**src/hdl/hed_pkg.sv**
```systemverilog
// Shared types and constants for the HTML entity decoder.
package hed_pkg;

	localparam int HOLD_DEPTH = 5;
	localparam int CAND_LEN   = HOLD_DEPTH + 1;
	localparam int N_ENT      = 7;
	localparam int QDEPTH     = 4;
	localparam int QPTR_W     = $clog2(QDEPTH);
	localparam int CFG_ADDR_W = 3;

	localparam logic [7:0]  CHAR_AMP        = 8'h26;
	localparam logic [15:0] CAP_RESET       = 16'd4095;
	localparam logic [0:0]  REG_OUTPUT_CAP  = 1'b0;

	localparam logic [7:0] ENT_TEXT [N_ENT][CAND_LEN] = '{
		'{8'h26, 8'h6c, 8'h74, 8'h3b, 8'h00, 8'h00},
		'{8'h26, 8'h67, 8'h74, 8'h3b, 8'h00, 8'h00},
		'{8'h26, 8'h61, 8'h6d, 8'h70, 8'h3b, 8'h00},
		'{8'h26, 8'h71, 8'h75, 8'h6f, 8'h74, 8'h3b},
		'{8'h26, 8'h23, 8'h33, 8'h39, 8'h3b, 8'h00},
		'{8'h26, 8'h61, 8'h70, 8'h6f, 8'h73, 8'h3b},
		'{8'h26, 8'h6e, 8'h62, 8'h73, 8'h70, 8'h3b}
	};
	localparam logic [3:0] ENT_LEN [N_ENT] = '{4'd4, 4'd4, 4'd5, 4'd6, 4'd5, 4'd6, 4'd6};
	localparam logic [7:0] ENT_VAL [N_ENT] = '{8'h3c, 8'h3e, 8'h26, 8'h22, 8'h27, 8'h27, 8'h20};

	typedef struct packed {
		logic [7:0] in_byte;
		logic       end_flag;
	} hed_in_t;

	typedef struct packed {
		logic [7:0] out_byte;
		logic       is_terminator;
		logic       run_last;
	} hed_out_t;

	typedef struct packed {
		logic [CAND_LEN-1:0][7:0] data;
		logic [2:0]               count;
		logic                     term;
	} hed_job_t;

endpackage

```
**src/hdl/hed_front.sv**
```systemverilog
// Front end: entity matching, prefix holding and output capacity accounting.
module hed_front (
	input  logic                clk,
	input  logic                arst_n,
	input  logic                accept,
	input  hed_pkg::hed_in_t    in_data,
	input  logic [15:0]         capacity,
	output logic                job_push,
	output hed_pkg::hed_job_t   job
);
	import hed_pkg::*;

	logic [7:0]               held_q [HOLD_DEPTH];
	logic [2:0]               held_count_q;
	logic [15:0]              emitted_count_q;

	logic [CAND_LEN-1:0][7:0] cand;
	logic [3:0]               m_len;
	logic                     hit_full;
	logic                     hit_prefix;
	logic [7:0]               full_val;
	logic                     extend;
	logic                     is_amp;
	logic                     last;
	logic [2:0]               n_data;
	logic [2:0]               k_data;
	logic [15:0]              room;
	logic [2:0]               new_held;
	logic                     wr_held;
	logic [2:0]               wr_idx;

	assign last   = in_data.end_flag;
	assign is_amp = (in_data.in_byte == CHAR_AMP);
	assign m_len  = {1'b0, held_count_q} + 4'd1;

	always_comb begin
		for (int i = 0; i < HOLD_DEPTH; i++) begin
			cand[i] = (3'(i) < held_count_q) ? held_q[i] : in_data.in_byte;
		end
		cand[CAND_LEN-1] = in_data.in_byte;
	end

	always_comb begin
		logic ok;
		hit_full   = 1'b0;
		hit_prefix = 1'b0;
		full_val   = 8'h00;
		for (int e = 0; e < N_ENT; e++) begin
			ok = (m_len <= ENT_LEN[e]);
			for (int i = 0; i < CAND_LEN; i++) begin
				if (4'(i) < m_len && cand[i] != ENT_TEXT[e][i]) begin
					ok = 1'b0;
				end
			end
			if (ok && held_count_q != 3'd0) begin
				if (m_len == ENT_LEN[e]) begin
					hit_full = 1'b1;
					full_val = ENT_VAL[e];
				end else begin
					hit_prefix = 1'b1;
				end
			end
		end
	end

	assign extend = !hit_full && hit_prefix && (held_count_q < 3'(HOLD_DEPTH));

	always_comb begin
		wr_held = 1'b0;
		wr_idx  = 3'd0;
		if (hit_full) begin
			n_data   = 3'd1;
			new_held = 3'd0;
		end else if (extend) begin
			n_data   = last ? held_count_q + 3'd1 : 3'd0;
			new_held = last ? 3'd0 : held_count_q + 3'd1;
			wr_held  = !last;
			wr_idx   = held_count_q;
		end else if (is_amp) begin
			n_data   = held_count_q + {2'b00, last};
			new_held = last ? 3'd0 : 3'd1;
			wr_held  = !last;
		end else begin
			n_data   = held_count_q + 3'd1;
			new_held = 3'd0;
		end
	end

	assign room   = capacity - emitted_count_q;
	assign k_data = (emitted_count_q >= capacity) ? 3'd0 :
	                (room < 16'(n_data)) ? room[2:0] : n_data;

	always_comb begin
		job.data = cand;
		if (hit_full) begin
			job.data[0] = full_val;
		end
		job.count = k_data;
		job.term  = last;
	end

	assign job_push = accept && (k_data != 3'd0 || last);

	always_ff @(posedge clk or negedge arst_n) begin
		if (!arst_n) begin
			held_count_q    <= 3'd0;
			emitted_count_q <= 16'd0;
		end else if (accept) begin
			held_count_q    <= new_held;
			emitted_count_q <= last ? 16'd0 : emitted_count_q + 16'(k_data);
		end
	end

	always_ff @(posedge clk) begin
		if (accept && wr_held) begin
			held_q[wr_idx] <= in_data.in_byte;
		end
	end

	a_held_bound: assert property (@(posedge clk) disable iff (!arst_n)
		held_count_q <= 3'(HOLD_DEPTH))
		else $error("held count exceeds hold depth");

	a_held_amp: assert property (@(posedge clk) disable iff (!arst_n)
		held_count_q != 3'd0 |-> held_q[0] == CHAR_AMP)
		else $error("held prefix does not start with an ampersand");

endmodule

```
**src/hdl/hed_queue.sv**
```systemverilog
// Short job queue between the front end and the result serializer.
module hed_queue (
	input  logic              clk,
	input  logic              arst_n,
	input  logic              wr,
	input  hed_pkg::hed_job_t wr_job,
	output logic              full,
	input  logic              rd,
	output hed_pkg::hed_job_t rd_job,
	output logic              empty
);
	import hed_pkg::*;

	hed_job_t          mem_q [QDEPTH];
	logic [QPTR_W-1:0] wr_ptr_q;
	logic [QPTR_W-1:0] rd_ptr_q;
	logic [QPTR_W:0]   count_q;
	logic              do_wr;
	logic              do_rd;

	assign full   = (count_q == (QPTR_W+1)'(QDEPTH));
	assign empty  = (count_q == '0);
	assign do_wr  = wr && !full;
	assign do_rd  = rd && !empty;
	assign rd_job = mem_q[rd_ptr_q];

	always_ff @(posedge clk or negedge arst_n) begin
		if (!arst_n) begin
			wr_ptr_q <= '0;
			rd_ptr_q <= '0;
			count_q  <= '0;
		end else begin
			if (do_wr) begin
				wr_ptr_q <= wr_ptr_q + 1'b1;
			end
			if (do_rd) begin
				rd_ptr_q <= rd_ptr_q + 1'b1;
			end
			case ({do_wr, do_rd})
				2'b10:   count_q <= count_q + 1'b1;
				2'b01:   count_q <= count_q - 1'b1;
				default: count_q <= count_q;
			endcase
		end
	end

	always_ff @(posedge clk) begin
		if (do_wr) begin
			mem_q[wr_ptr_q] <= wr_job;
		end
	end

	a_count_bound: assert property (@(posedge clk) disable iff (!arst_n)
		count_q <= (QPTR_W+1)'(QDEPTH))
		else $error("queue count exceeds depth");

endmodule

```
**src/hdl/hed_back.sv**
```systemverilog
// Back end: turns queued jobs into single results in an output register.
module hed_back (
	input  logic              clk,
	input  logic              arst_n,
	input  hed_pkg::hed_job_t head,
	input  logic              head_empty,
	output logic              head_pop,
	output hed_pkg::hed_out_t out_data,
	output logic              empty,
	input  logic              pop
);
	import hed_pkg::*;

	logic [2:0] idx_q;
	logic       out_valid_q;
	hed_out_t   out_q;
	hed_out_t   cur;
	logic       load;
	logic       in_data_part;

	assign in_data_part = (idx_q < head.count);

	always_comb begin
		if (in_data_part) begin
			cur.out_byte      = head.data[idx_q];
			cur.is_terminator = 1'b0;
			cur.run_last      = (idx_q == head.count - 3'd1) && !head.term;
		end else begin
			cur.out_byte      = 8'h00;
			cur.is_terminator = 1'b1;
			cur.run_last      = 1'b1;
		end
	end

	assign load     = !head_empty && (!out_valid_q || pop);
	assign head_pop = load && cur.run_last;
	assign out_data = out_q;
	assign empty    = !out_valid_q;

	always_ff @(posedge clk or negedge arst_n) begin
		if (!arst_n) begin
			idx_q       <= 3'd0;
			out_valid_q <= 1'b0;
		end else begin
			if (load) begin
				out_valid_q <= 1'b1;
				idx_q       <= cur.run_last ? 3'd0 : idx_q + 3'd1;
			end else if (pop) begin
				out_valid_q <= 1'b0;
			end
		end
	end

	always_ff @(posedge clk) begin
		if (load) begin
			out_q <= cur;
		end
	end

	a_term_zero: assert property (@(posedge clk) disable iff (!arst_n)
		out_valid_q && out_q.is_terminator |-> out_q.out_byte == 8'h00 && out_q.run_last)
		else $error("terminator result with data or without run end");

	a_idx_range: assert property (@(posedge clk) disable iff (!arst_n)
		!head_empty |-> (idx_q < head.count) || head.term)
		else $error("serializer index past the end of its job");

endmodule

```
**src/hdl/html_entity_decoder_top.sv**
```systemverilog
// Top level of the streaming HTML entity decoder with its register port.
//
// Input channel: one encoded byte per transfer, with end_flag on the last
// byte of a string; a transfer happens when push is high and full is low.
// Result channel: decoded bytes, then a zero terminator result per string;
// the oldest result is shown while empty is low and leaves on pop.
// run_last marks the last result that one input byte causes.
// Register output_capacity (byte address 0) limits data bytes per string.
// A result waits in the job queue, then in the result register.
// Throughput: one input byte per cycle while each byte gives at most one
// result and the receiver pops; the serializer emits one result per cycle
// while it pops; a four-job queue absorbs a mismatch flush or end of string.
// When the receiver stalls, the result register holds one result and full
// rises once four jobs wait in the queue behind it.
// Reset clears the held prefix, the byte count and the queue; capacity
// returns to 4095.
module html_entity_decoder_top (
	input  logic                               clk,
	input  logic                               arst_n,
	input  logic                               push,
	output logic                               full,
	input  hed_pkg::hed_in_t                   in_data,
	output logic                               empty,
	input  logic                               pop,
	output hed_pkg::hed_out_t                  out_data,
	input  logic                               psel,
	input  logic                               penable,
	input  logic                               pwrite,
	input  logic [hed_pkg::CFG_ADDR_W-1:0]     paddr,
	input  logic [31:0]                        pwdata,
	output logic [31:0]                        prdata,
	output logic                               pready
);
	import hed_pkg::*;

	logic [15:0] capacity_q;
	logic        accept;
	logic        job_push;
	hed_job_t    job;
	hed_job_t    head;
	logic        head_empty;
	logic        head_pop;
	logic        reg_sel;

	assign pready  = 1'b1;
	assign reg_sel = (paddr[CFG_ADDR_W-1] == REG_OUTPUT_CAP);
	assign prdata  = reg_sel ? {16'd0, capacity_q} : 32'd0;

	always_ff @(posedge clk or negedge arst_n) begin
		if (!arst_n) begin
			capacity_q <= CAP_RESET;
		end else if (psel && penable && pwrite && pready && reg_sel) begin
			capacity_q <= pwdata[15:0];
		end
	end

	assign accept = push && !full;

	hed_front u_front (
		.clk      (clk),
		.arst_n   (arst_n),
		.accept   (accept),
		.in_data  (in_data),
		.capacity (capacity_q),
		.job_push (job_push),
		.job      (job)
	);

	hed_queue u_queue (
		.clk    (clk),
		.arst_n (arst_n),
		.wr     (job_push),
		.wr_job (job),
		.full   (full),
		.rd     (head_pop),
		.rd_job (head),
		.empty  (head_empty)
	);

	hed_back u_back (
		.clk        (clk),
		.arst_n     (arst_n),
		.head       (head),
		.head_empty (head_empty),
		.head_pop   (head_pop),
		.out_data   (out_data),
		.empty      (empty),
		.pop        (pop)
	);

endmodule
```
**config.mk**
```make
export PLATFORM = sky130hd
export DESIGN_NAME = html_entity_decoder_top
export DESIGN_NICKNAME = d
export VERILOG_FILES = /design/src/hdl/hed_pkg.sv /design/src/hdl/hed_front.sv /design/src/hdl/hed_queue.sv /design/src/hdl/hed_back.sv /design/src/hdl/html_entity_decoder_top.sv
export SDC_FILE = /design/constraint.sdc
export NUM_CORES = 1
export LEC_CHECK = 0
export BUFFER_PORTS_ARGS = -buffer_cell sky130_fd_sc_hd__buf_4
export CAP_MARGIN = 20
export CORE_MARGIN = 3
export CORE_UTILIZATION = 54
export CTS_CLUSTER_SIZE = 20
export DETAILED_ROUTE_END_ITERATION = 7
export GPL_TIMING_DRIVEN = 0
export PLACE_DENSITY = 0.72
export SYNTH_ARGS = -nofsm -noshare
export SYNTH_HDL_FRONTEND = slang
export SYNTH_SLANG_ARGS = --single-unit
```
**constraint.sdc**
```tcl
create_clock -name clk -period 9.3 [get_ports clk]
set_input_delay 1.395 -clock clk [delete_from_list [all_inputs] [get_ports clk]]
set_output_delay 1.395 -clock clk [all_outputs]
set_load 0.1 [all_outputs]
```
== Word level (Yosys, flattened, before mapping) ==
Memory sizes are Yosys's and may differ from the RTL's.
Index checks and enable logic that the tools add are counted.
Operators by class
  add/subtract/negate cells: 11
  $lt $le $gt $ge: 19
  equal/unequal tests: 31
  mux-type cells: 115
  bitwise operators: 1
  reductions and logical operators: 60
Operators with widths (count)
  two-way mux 8 bit: 20
  != test 8 x 7 -> 1 bit (second input constant): 16
  two-way mux 1 bit: 76
  != test 8 x 6 -> 1 bit (second input constant): 7
  logical AND 1 bit: 45
  two-way mux 3 bit: 13
  two-way mux 16 bit: 2
  binary-select mux 8 bit (select 3 bit): 1
  adder 16 x 3 -> 16 bit: 1
  greater-or-equal comparator 16 bit: 1
  less-than comparator 16 x 3 -> 1 bit: 1
  nonzero test 8 bit: 2
  subtractor 16 bit: 1
  == test 4 x 3 -> 1 bit (second input constant): 3
  <= comparator 4 x 3 -> 1 bit (second input constant): 3
  adder 3 x 1 -> 3 bit (second input constant): 3
  == test 8 x 6 -> 1 bit (second input constant): 1
  less-than comparator 1 x 4 -> 1 bit (first input constant): 2
  less-than comparator 2 x 4 -> 1 bit (first input constant): 2
  less-than comparator 3 x 4 -> 1 bit (first input constant): 2
  zero test 1 bit: 6
  less-than comparator 1 x 3 -> 1 bit (first input constant): 2
  less-than comparator 2 x 3 -> 1 bit (first input constant): 2
  two-way mux 6 bit: 1
  other kinds (19): 24
Word-level totals
  bits in registers: 56
  memory bits (writable): 248
  input port bits: 51
  output and inout bits: 45
  word-level logic and storage cells: 250
  memories: 2
Memory list
  u_queue.mem_q: words 4, width 52, rd ports 1, clocked after memory_dff 0, write ports 1, line hed_queue.sv:14  | hed_job_t mem_q [QDEPTH];
  u_front.held_q: words 5, width 8, rd ports 5, clocked after memory_dff 0, write ports 1, line hed_front.sv:13  | logic [7:0] held_q [HOLD_DEPTH];

== Depth between registers and ports, before layout ==
  word-level depth: 38
  mapped depth: 36
  depth with buffers taken out: 32

== Cells and area by module ==
A second synthesis with hierarchy kept.
Second synthesis, totals
  cells, all modules: 1086
  area, all modules: 15215.8 µm²
Modules (own cells, without submodules)
  hed_queue: times used 1, cells each 310, area each 7998.9 µm²
  hed_front: times used 1, cells each 621, area each 5242.5 µm²
  hed_back: times used 1, cells each 84, area each 1053.5 µm²
  html_entity_decoder_top: times used 1, cells each 71, area each 920.9 µm²

== Worst setup path before layout ==
No wires, ideal clock.
  path kind: in2reg
  start: input in_data[8] (netlist name)
  end: memory u_queue.mem_q[0][0] (netlist name) (enable)
  setup time: 0.415 ns
  arrival time: 7.393 ns
  slack: 1.492 ns
  cell stages on the path: 25
  cells stage by stage: clkbuf_1 or3b_1 a22oi_2 a31oi_1 a2111oi_2 nand3b_1 and4_1 or2_1 buf_6 clkbuf_1 mux2i_1 o22ai_1 nand2_1 ha_1 a21oi_1 o2111ai_1 or4_1 a21oi_1 nand4_1 nor4_1 o211ai_1 a21oi_1 and4bb_4 o31ai_4 and2_1
On the way
  cells in the longest elaborated chain, start to end: 37
  elaborated cells between the ends (all ways): 142
  those cells by class: order compare: 1; eq/ne: 24; mux: 76; reduce/logical: 41
Ends and longest elaborated chain
  start, declared: line html_entity_decoder_top.sv:22  | input hed_pkg::hed_in_t in_data,
  two-way mux 8 bit: line hed_front.sv:38  | cand[i] = (3'(i) < held_count_q) ? held_q[i] : in_data.in_byte;
  != test 8 x 6 -> 1 bit: line hed_front.sv:51  | if (4'(i) < m_len && cand[i] != ENT_TEXT[e][i]) begin
  logical AND 1 bit: line hed_front.sv:51
  two-way mux 1 bit (6 in series): line hed_front.sv:51
  logical AND 1 bit: line hed_front.sv:55  | if (ok && held_count_q != 3'd0) begin
  two-way mux 1 bit: line hed_front.sv:55
  two-way mux 1 bit: line hed_front.sv:56  | if (m_len == ENT_LEN[e]) begin
  two-way mux 1 bit: line hed_front.sv:55
  [16 not listed]
  two-way mux 3 bit *: line hed_front.sv:91  | (room < 16'(n_data)) ? room[2:0] : n_data;
  two-way mux 3 bit *: line hed_front.sv:90  | assign k_data = (emitted_count_q >= capacity) ? 3'd0 :
  nonzero test 3 bit *: line hed_front.sv:102  | assign job_push = accept && (k_data != 3'd0 || last);
  logical OR 1 bit *: line hed_front.sv:102
  logical AND 1 bit *: line hed_front.sv:102
  logical AND 1 bit *: line hed_queue.sv:23  | assign do_wr = wr && !full;
  two-way mux 1 bit *: line hed_queue.sv:48  | if (do_wr) begin
  two-way mux 1 bit (implied by the code) *: line hed_queue.sv:49  | mem_q[wr_ptr_q] <= wr_job;
  end, declared: line hed_queue.sv:14
Every way passes the cells marked *; elsewhere a longest branch is shown, timed or not.

==> flow_metrics.tcl <==
set metrics [dict create \
    wl_per_cell_um 22.6 \
    synth_area_mm2 0.0150 \
    wl_mm 36.3 \
    synth_edf_count 258 \
    critPathRequiredTime_ns 9.72 \
    seq_area_mm2 0.00891 \
    clk_path_buf_depth 3 \
    irDropWorstVdd_mv 0.144 \
    first_pass_iters 5 \
    cts_setup_buffers 0 \
    holdWs_ns 0.509 \
    timing.final.crit_period_ns 8.77 \
    fin_nets 1303 \
    diodes 0 \
    place_area_mm2 0.0161 \
    final_area_mm2 0.0171 \
    cts_tree "done" \
    grtUsageTotal_pct 24.4 \
    yosys-top-cells-count "edfxtp_1 (258), nand2_1 (123), mux4_2 (60)" \
    dpl_worst_slack_ns 0.0221 \
    synthArstFlopShare_pct 15.1 \
    yosysUniqueCellTypes 84 \
    slew_viol_final 0 \
    cp.arrival_ns 9.19 \
    worst_path_max_delay_cell "nor3_1" \
    cts_buffers 31 \
    power_frac_seq_pct 38.9 \
    max_freq_ghz 0.114 \
    io_pins 96 \
    crit_path_max_incr_delay_ns 0.72 \
    floorplan.die.height_um 173 \
    start_kind "primary input" \
    cp_common_cell "nand2_1" \
    clk_latency_ns 0.56 \
    status "finished clean" \
    worstSetupPathType "primary input to register" \
    yosysTopAreaCellShare_pct 51.6 \
    drtIter0Drc 1176 \
    syn_avg_cell_area_um2 13.7 \
    tightestPinTransition_ns 1.01 \
    vias 9792 \
    synth-seq-area-share_pct 59.3 \
    cp_max_fo 16 \
    yosys.area.top_type "edfxtp_1" \
    fin_crit_sh_pct 94.3 \
    drive_gt1_share_pct 22.1 \
    rsz0062_at_grt "no" \
    p_sw_w 0.00167 \
    htreeDepth 1 \
    clkPwrFrac_pct 25.2 \
    clkSinkCount 304 \
    p_int_w 0.00314 \
    drv_cap 0 \
    clk_pin_slew_worst_paths_ns 0.06 \
    ys_ff_latch 304 \
    port_buffers 60 \
    syn_to_final_growth_pct 14.1 \
    syn_inst 1095 \
    combPwrFrac_pct 36.0 \
    grt_pass1_vias 9619 \
    swShare_pct 34.8 \
    finalWorstSetupSlack_ns 0.526 \
    yosys_warnings 0 \
    clock_tree.root_cell "clkbuf_16" \
    avgViaCountPerCell 6.09 \
    overflow 0 \
    place.gp.congestion 0.922 \
    drc 0 \
    antenna_found_initial 0 \
    skew_ns 0.00871 \
    grt_start_max_net_pins 53 \
    finalHoldViolations 0 \
    grt_pass1_wl_mm 57.1 \
    end_kind "register" \
    fp-row-count 60 \
    synth.area.top_cells "edfxtp_1 (52%), mux4_2 (9.0%), dfrtp_1 (5.7%)" \
    cts_hold_buf 0 \
    utilization_pct 63.0 \
    fin_tns_setup_ns 0 \
    fillCellCount 2074 \
    multi_input_area_mm2 0.00570 \
    power_density_mw_per_mm2 281 \
    dpl.hpwl_mm 25.6 \
    antenna_left 0 \
    critical-path-top-delay-family "simple AND/OR/NAND/NOR gates" \
    cp_num_buf_inv 4 \
    die_w_um 173 \
    initial_utilization_pct 55.3 \
    core-area_mm2 0.0272 \
    p_leak_nw 6.19 \
    synthFlopType "edfxtp_1" \
    finalSetupViolCount 0 \
    hold_class "register to register" \
    die-area_mm2 0.0299 \
    ctsResizeCount 0 \
    yosysMostFrequentCell "edfxtp_1" \
    max-slew-margin-rel_pct 32.4 \
]
==> flip-flops by register name (all words and copies together), names as in the netlist <==
register                 flops
capacity_q                  16
u_back.idx_q                 3
u_back.out_data             10
u_back.out_valid_q           1
u_front.emitted_count_q     16
u_front.held_count_q         3
u_front.held_q              40
u_queue.count_q              3
u_queue.mem_q              208
u_queue.rd_ptr_q             2
u_queue.wr_ptr_q             2
==> placed cells by master (no fill, tap or decap), types with 8 or more instances in the layout <==
cell type | synthesis | final
buf_4 | 17 | 81
inv_1 | 48 | 48
mux4_2 | 60 | 60
mux2_2 | 33 | 33
nand4_1 | 12 | 12
nor2_1 | 53 | 53
nand3_1 | 17 | 16
conb_1 | 2 | 17
xnor2_1 | 19 | 19
xor2_1 | 9 | 9
nor4_1 | 19 | 14
o211ai_1 | 13 | 13
nor3_1 | 14 | 14
clkbuf_1 | 31 | 34
nand2b_1 | 19 | 19
ha_1 | 39 | 39
nand2_1 | 123 | 123
a21oi_1 | 21 | 21
a21o_1 | 9 | 9
mux2i_1 | 12 | 12
dfrtp_1 | 34 | 34
a22oi_1 | 8 | 8
clkbuf_16 | 0 | 31
o22ai_1 | 10 | 9
nor2b_1 | 22 | 22
dfstp_2 | 12 | 12
o21a_1 | 9 | 9
o21ai_0 | 39 | 39
clkinv_1 | 1 | 9
edfxtp_1 | 258 | 258
==> worst paths after layout <==
check                                        start                     endpoint  slack, ns  cells past startpoint
max in group asynchronous                   arst_n      u_front.held_count_q[0]       8.03                      1
min reg2reg                     u_queue.count_q[0]           u_queue.count_q[0]       0.51                      1
min                             u_queue.count_q[0]           u_queue.count_q[0]       0.51                      1
max                                     in_data[3]  u_front.emitted_count_q[14]       0.53                     32
min in group asynchronous                   arst_n              u_back.idx_q[0]       0.84                      1
max reg2reg                u_front.held_count_q[0]  u_front.emitted_count_q[14]       0.69                     32
==> power by group through the flow <==
stage	clock network, W	registers [W]	logic [W]
global route	0.00129	0.00189	0.00187
detailed placement	0	0.00190	0.00173
global placement	0	0.00190	0.00169
CTS	0.00122	0.00187	0.00174
floorplan	0	0.00204	0.00113
finish	0.00121	0.00187	0.00173
==> worst register-to-register path: cells and delay by family, from the launching register on <==
kind                     cells  cell delay (ns)
AO/OA/AOI/OAI               12             2.81
XOR/XNOR                     2             0.43
adder cells (fa/ha/maj)      3             0.97
buffers and inverters        3             0.92
flip-flops                   1             0.55
AND/OR/NAND/NOR             12             2.77
==> layout make-up <==
type,instances,share of cell area [%]
buffer,63,1.95
clock buffer,37,4.72
clock inverter,21,1.09
inverter,50,1.10
multi-input combinational,693,33.3
sequential,304,52.0
tap,372,2.72
timing repair buffer,67,3.13
==> stage by stage <==
stage / std cells / total power [W]
floorplan: 1110 / 0.00317
global placement: 1542 / 0.00359
detailed placement: 1548 / 0.00363
CTS: 1606 / 0.00484
global route: 1607 / 0.00505
finish: 1607 / 0.00481
==> per-layer routing <==
metal	part of all wire (%)	vias up	global-route usage [%]
met5	0	-	0
met3	7.9	61	3.62
met4	2.2	0	6.25
met2	47	423	38.8
met1	43	4911	36.0
li1	-	4397	-
==> cells by family (layout without fill, tap and decap cells) <==
logic type,after synthesis,after routing,synth area share [%]
DFF,304,304,59.3
buffers and inverters,113,238,3.46
and+or+nand+nor,335,335,11.5
xor gates and xnor gates,28,28,1.63
adders and majority gates,42,42,3.65
AOI/OAI and AO/OA,161,161,7.55
other,2,17,0.0500
muxes,110,110,12.8
Power figures use the tool's default switching activity.
